<file path="src/sv/wmc_mul.sv">
// Shared 64x64 unsigned multiplier, one 32x32 partial product per cycle.
// Depends on nothing but the clock and reset.
module wmc_mul (
  input  logic         clk_i,
  input  logic         rst_ni,
  input  logic         start_i,
  input  logic [63:0]  a_i,
  input  logic [63:0]  b_i,
  output logic         done_o,
  output logic [127:0] prod_o
);

  logic [63:0]  a_q, b_q;
  logic [2:0]   cnt_q;
  logic         busy_q, done_q;
  logic [63:0]  pp_q;
  logic [1:0]   sh_q;
  logic [127:0] acc_q;
  logic [31:0]  ah, bh;

  assign ah = cnt_q[1] ? a_q[63:32] : a_q[31:0];
  assign bh = cnt_q[0] ? b_q[63:32] : b_q[31:0];

  always_ff @(posedge clk_i or negedge rst_ni) begin
    if (!rst_ni) begin
      busy_q <= 1'b0;
      done_q <= 1'b0;
      cnt_q  <= 3'd0;
    end else begin
      done_q <= 1'b0;
      if (start_i) begin
        busy_q <= 1'b1;
        cnt_q  <= 3'd0;
      end else if (busy_q) begin
        cnt_q <= cnt_q + 3'd1;
        if (cnt_q == 3'd4) begin
          busy_q <= 1'b0;
          done_q <= 1'b1;
        end
      end
    end
  end

  always_ff @(posedge clk_i) begin
    if (start_i) begin
      a_q   <= a_i;
      b_q   <= b_i;
      acc_q <= 128'd0;
    end else if (busy_q) begin
      if (cnt_q != 3'd4) begin
        pp_q <= ah * bh;
        sh_q <= 2'(cnt_q[1]) + 2'(cnt_q[0]);
      end
      if (cnt_q != 3'd0) acc_q <= acc_q + ({64'd0, pp_q} << {sh_q, 5'd0});
    end
  end

  assign done_o = done_q;
  assign prod_o = acc_q;

endmodule

</file>
<file path="config.mk">
export PLATFORM = sky130hd
export DESIGN_NAME = wmc_mul
export DESIGN_NICKNAME = d
export VERILOG_FILES = /design/src/sv/wmc_mul.sv
export SDC_FILE = /design/constraint.sdc
export NUM_CORES = 2
export LEC_CHECK = 0
export BUFFER_PORTS_ARGS = -buffer_cell sky130_fd_sc_hd__buf_2
export CAP_MARGIN = 10
export CORE_ASPECT_RATIO = 1.25
export CORE_MARGIN = 3
export CORE_UTILIZATION = 59
export CTS_BUF_LIST = sky130_fd_sc_hd__clkbuf_8
export DETAILED_ROUTE_END_ITERATION = 12
export GPL_ROUTABILITY_DRIVEN = 0
export PLACE_DENSITY = 0.8
export SLEW_MARGIN = 30
export SYNTH_ARGS = -nofsm -noshare
export SYNTH_HDL_FRONTEND = slang
export SYNTH_SLANG_ARGS = --single-unit
</file>
<file path="constraint.sdc">
create_clock -name clk_i -period 9.41 [get_ports clk_i]
set_input_delay 1.882 -clock clk_i [delete_from_list [all_inputs] [get_ports clk_i]]
set_output_delay 1.882 -clock clk_i [all_outputs]
set_load 0.02 [all_outputs]
</file>
# --- After elaboration in Yosys (flattened, before gate mapping) ---
# Cells that the tools add are included.
op_classes:
  bitwise_logic: 1
  n_mux: 10
  mul: 1
  n_eq_ne: 2
  add_sub_neg: 3
  reduce_logical: 4
  n_shift: 1
op_table:
  columns: ["operator", "count"]
  rows:
  - ["$add 128x128->128", 1]
  - ["$shl 64x7->128", 1]
  - ["$mul 32x32->64", 1]
  - ["$mux 32", 2]
  - ["$mux 1", 6]
  - ["$mux 3", 2]
  - ["$add 3x1->3 const B", 1]
  - ["$eq 3x3->1 const B", 1]
  - ["$ne 3x3->1 const B", 1]
  - ["$reduce_and 3->1", 1]
  - ["$reduce_bool 3->1", 1]
  - ["$add 1x1->2", 1]
  - ["$reduce_and 2->1", 1]
  - ["$reduce_bool 2->1", 1]
  - ["$not 1->1", 1]
totals:
  reg_bits: 327
  elab_cells: 30
  in_bits: 131
  output_inout_bits: 129

# --- Depth between registers and ports, before layout ---
logic_depth:
  depth_word: 4
  ltp_mapped: 35

# --- Worst setup path after synthesis ---
# Ideal clock, no wire load.
synth_timing:
  path_type: "register -> register"
  start: "reg cnt_q[0]"
  end: "reg pp_q[59], data pin"
  arrival_ps: 8751
  path_stages_with_launch: 33
  path_slack_ps: 400
  path_buffers: 5
  setup_time_ps: 259
  synth_period_minus_slack_ps: 9010
  cell_sequence: "dfrtp_1 -> clkbuf_1 -> clkbuf_1 -> buf_1 -> buf_1 -> mux2_1 -> nand2_1 -> fa_1 -> inv_1 -> fa_1 -> inv_1 -> fa_1 -> fa_1 -> inv_1 -> fa_1 -> fa_1 -> fa_1 -> inv_1 -> fa_1 -> inv_1 -> ha_1 -> clkbuf_1 -> a21o_1 -> a21o_1 -> a21oi_1 -> a21boi_0 -> o211ai_1 -> o21ai_1 -> o21ai_0 -> a311o_1 -> a31oi_1 -> o21ai_0 -> xnor2_1"
synth_via:
  elab_chain_cells: 2
synth_rtl:
  columns: ["item", "line", "text"]
  rows:
  - ["start, declared", "14", "logic [2:0] cnt_q;"]
  - ["start signal, assigned", "35", "cnt_q <= cnt_q + 3'd1;"]
  - ["$mux 32", "22", "assign bh = cnt_q[0] ? b_q[63:32] : b_q[31:0];"]
  - ["$mul 32x32->64", "51", "pp_q <= ah * bh;"]
  - ["end signal, assigned", "51", null]
  - ["end, declared", "16", "logic [63:0] pp_q;"]
# No other way between the ends.
# A chain may end at the register's enable or synchronous reset.

# --- Worst setup path after layout ---
layout_timing:
  start: "reg cnt_q[1]"
  end: "reg pp_q[60], data pin"
layout_via:
  elab_chain_cells: 2
layout_rtl:
  columns: ["item", "line", "text"]
  rows:
  - ["$mux 32", "21", "assign ah = cnt_q[1] ? a_q[63:32] : a_q[31:0];"]
  - ["$mul 32x32->64", "51", null]
# No other way between the ends.

==> reports/qor.txt <==
LOGIC SYNTHESIS
---------------------------------------------------------------------------------
Count of yosys warnings during synthesis ...........................            0
Fraction of synthesis flops using an asynchronous set or reset pin .       0.0153
Cell type with the largest total area after synthesis .............. sky130_fd_sc_hd__fa_1
Unique cell type count in the Yosys netlist ........................           85
Most used DFF post-synth ........................................... sky130_fd_sc_hd__edfxtp_1
Number of enable flip-flop cells after synthesis ...................          194
Netlist area before placement ......................................   0.0528 mm²
Number of nets in the synthesized netlist ..........................         7415
Mean Syn Cell Area .................................................     8.81 µm²
Register bit total from synthesis ..................................          327
Biggest area contributors in the synthesized netlist ............... sky130_fd_sc_hd__fa_1 34%, sky130_fd_sc_hd__edfxtp_1 11%, sky130_fd_sc_hd__ha_1 9.3%
Sequential cell area fraction in the yosys report ..................        0.161
Share of Yosys cell area claimed by the top area cell type .........        0.340
Cells after synthesis ..............................................         5995

FINAL LAYOUT
---------------------------------------------------------------------------------
Top library cells by usage in the layout, fill and taps aside ...... 958 x sky130_fd_sc_hd__inv_1, 897 x sky130_fd_sc_hd__fa_1, 801 x sky130_fd_sc_hd__nand2_1
Count of filler cells inserted in the layout .......................         7098
Most common cell after layout, fill and taps aside ................. sky130_fd_sc_hd__inv_1
Nets ...............................................................         7589
Final instance count without filler cells ..........................         7397
Ratio of cells with drive above 1 in the final layout ..............       0.0987
Area growth from synthesis to layout ...............................        8.09%
Layout Utilization .................................................        0.643

CLOCKING
---------------------------------------------------------------------------------
TritonCTS clock tree ...............................................         done
CTS root buf ....................................................... sky130_fd_sc_hd__clkbuf_8
Source-to-sink clock delay at the later pin of the worst-skew pair .       790 ps
Number of CTS-inserted buffers .....................................           56
Max H-tree Level ...................................................            2
CTS hold repair buffers ............................................            0
Reg clk slew, reported paths .......................................        60 ps
Clock Sink Count ...................................................          327
Maximum count of clock buffers along a single path .................            3

GLOBAL ROUTE
---------------------------------------------------------------------------------
GR met1 Demand/Resource ............................................        0.431
Pin count of the biggest net entering global routing ...............           80
Initial antenna violation count ....................................            4
Met3 GRT Util ......................................................        0.143
Layer with the highest usage .......................................         met2
Met2 Use GR ........................................................        0.598
Via count of the first global-routing pass .........................        47383
Total routing usage reported by global routing .....................        0.391
First-pass GRT wire length .........................................    273000 µm
Aggregate global routing overflow ..................................            0

STA
---------------------------------------------------------------------------------
Max transition margin ..............................................        0.325
Number of setup violations in the final report .....................            0
Top achievable clock speed .........................................      110 MHz
RSZ-0062 raised after global routing ...............................           no
Worst setup skew after layout ......................................       105 ps
Final number of hold-violating endpoints ...........................            0
Total negative slack ...............................................         0 ps
Final period utilization ...........................................        0.968
Shortest clock period the worst path allows after layout ...........      9110 ps
Slew @ Worst Pin ...................................................       985 ps
Final max-slew violation count .....................................            0

PLACED DESIGN
---------------------------------------------------------------------------------
DPL Wire Length ....................................................    147000 µm
Quantity of I/O buffers inserted on ports ..........................          259
Cell total after placement .........................................         7287

JOB
---------------------------------------------------------------------------------
Number of maximum-capacitance constraint violations ................            0

FLOORPLAN
---------------------------------------------------------------------------------
DIE AREA ...........................................................   0.0931 mm²
Die height .........................................................       340 µm
Standard-cell rows .................................................          122
Effective utilization at floorplan .................................        0.595
Placeable core region ..............................................   0.0887 mm²
Number of primary I/O pins .........................................          260
Die Span X .........................................................       274 µm

DRT
---------------------------------------------------------------------------------
Post-DRT Antenna Nets ..............................................            0
Vias after detailed routing ........................................        45883
Detailed-routing iteration count for the pre-antenna-repair pass ...           12
Total Routed Length ................................................    182000 µm
Detail-routed net length per standard cell .........................      24.6 µm
DRC Markers ........................................................            2
Initial DRC Count ..................................................         5086
Mean number of vias per cell .......................................         6.20

MIN PATH
---------------------------------------------------------------------------------
Hold/Removal Path Class ............................................   reg -> reg

RUN STATUS
---------------------------------------------------------------------------------
Failing checks .....................................................          DRC
Run status ......................................................... finished with violations

CRITICAL PATH
---------------------------------------------------------------------------------
Req. time, crit path ...............................................      9850 ps
Kind of critical path ..............................................   reg -> reg
CP Launch Type .....................................................    flip-flop
Worst EP arrival ...................................................      9550 ps
Critical path capture point type ...................................    flip-flop
Worst-path fanout max ..............................................           22

[flip-flops by register name, summed over array words and instances, names as in the netlist]
| register | count |
|---|---|
| prod_o | 128 |
| b_q | 64 |
| pp_q | 64 |
| cnt_q | 3 |
| done_o | 1 |
| busy_q | 1 |
| sh_q | 2 |
| a_q | 64 |
[final cells by class]
type | count | area, µm² | area share
clock buffer | 57 | 785 | 0.0137
timing repair buffer | 404 | 2470 | 0.0432
clock inverter | 45 | 389 | 0.00682
tap | 1178 | 1470 | 0.0258
multi-input combinational | 4431 | 39800 | 0.698
sequential | 327 | 8520 | 0.149
antenna | 6 | 15.0 | 0.000263
inverter | 949 | 3560 | 0.0624
[cells by family (layout without fill, tap and decap cells)]
logic type | after synthesis | after routing | synth area share
AO/OA/AOI/OAI | 911 | 911 | 0.108
flip-flops | 327 | 327 | 0.161
buffers and inverters | 1237 | 1455 | 0.0882
adder cells (fa/ha/maj) | 1289 | 1289 | 0.433
XOR/XNOR | 168 | 168 | 0.0279
other | 0 | 6 | 0
AND/OR/NAND/NOR | 1898 | 1898 | 0.149
multiplexers | 165 | 165 | 0.0328
[final timing paths]
path / start / to / slack (ps) / cells after the start
max reg2reg: cnt_q[1]$_DFFE_PN0P_ / pp_q[60]$_DFFE_PP_ / 300 / 26
max in group asynchronous: rst_ni / cnt_q[0]$_DFFE_PN0P_ / 8010 / 1
min: prod_o[12]$_SDFFE_PP0P_ / prod_o[12]$_SDFFE_PP0P_ / 480 / 2
min in group asynchronous: rst_ni / done_o$_DFF_PN0_ / 1090 / 1
min reg2reg: prod_o[12]$_SDFFE_PP0P_ / prod_o[12]$_SDFFE_PP0P_ / 480 / 2
max: cnt_q[1]$_DFFE_PN0P_ / pp_q[60]$_DFFE_PP_ / 300 / 26
[critical path: stages (launching register included)]
cell	delay, ps
sky130_fd_sc_hd__dfrtp_4	610
sky130_fd_sc_hd__buf_12	230
sky130_fd_sc_hd__mux2_2	630
sky130_fd_sc_hd__nand2_1	160
sky130_fd_sc_hd__fa_1	440
sky130_fd_sc_hd__inv_1	80
sky130_fd_sc_hd__fa_1	430
sky130_fd_sc_hd__fa_1	540
sky130_fd_sc_hd__inv_1	60
sky130_fd_sc_hd__fa_1	470
sky130_fd_sc_hd__inv_1	50
sky130_fd_sc_hd__fa_1	500
sky130_fd_sc_hd__fa_1	570
sky130_fd_sc_hd__fa_1	430
sky130_fd_sc_hd__fa_1	520
sky130_fd_sc_hd__ha_1	410
sky130_fd_sc_hd__a21oi_1	250
sky130_fd_sc_hd__o21ai_0	160
sky130_fd_sc_hd__a2111oi_0	510
sky130_fd_sc_hd__o31ai_1	130
sky130_fd_sc_hd__o211ai_1	280
sky130_fd_sc_hd__nor3_1	140
sky130_fd_sc_hd__o21ai_0	420
sky130_fd_sc_hd__nand2_1	170
sky130_fd_sc_hd__a31oi_1	350
sky130_fd_sc_hd__o41ai_1	150
sky130_fd_sc_hd__xnor2_1	140
[metal layers]
layer | vias up | wire length [µm]
met5 | - | 13
met3 | 1133 | 24700
met2 | 3525 | 78400
li1 | 19503 | -
met4 | 2 | 20700
met1 | 21720 | 57800
[through the flow]
| step | hold slack, ps | worst slack [ps] | instance area [µm²] |
|---|---|---|---|
| 5_1_grt | 496 | 7.51 | 57100 |
| 3_3_place_gp | 460 | 531 | 55800 |
| 4_1_cts | 475 | 336 | 57000 |
| 3_5_place_dp | 467 | 362 | 55800 |
| 2_1_floorplan | 543 | 400 | 52800 |
| 6_report | 477 | 302 | 57100 |
[synth_stat cells, drive strengths merged, types with 7 or more instances]
library cell / count
inv: 948
fa: 897
nand2: 802
nor2: 777
ha: 392
a21oi: 328
clkbuf: 261
o21ai: 198
edfxtp: 194
dfxtp: 128
xnor2: 114
a21o: 109
mux2i: 101
nand4: 76
mux2: 64
o21bai: 56
xor2: 54
and2: 46
nor3: 44
nand3: 42
a22o: 34
a31oi: 29
buf: 27
nor2b: 22
and3: 21
o21a: 21
o31ai: 20
a211oi: 19
o211ai: 17
or3: 16
nand2b: 14
nor4: 11
a221oi: 10
or2: 10
a21boi: 7
o221ai: 7
[what timing repair did]
| item | 4_1_cts | 5_1_grt |
|---|---|---|
| setup endpoints to repair | 0 | 5 |
| gates resized for setup | 0 | 2 |
| setup buffers | 0 | 2 |
Power is not shown: default switching activity piles up to over one toggle a cycle in this logic, so the estimate is an artifact.
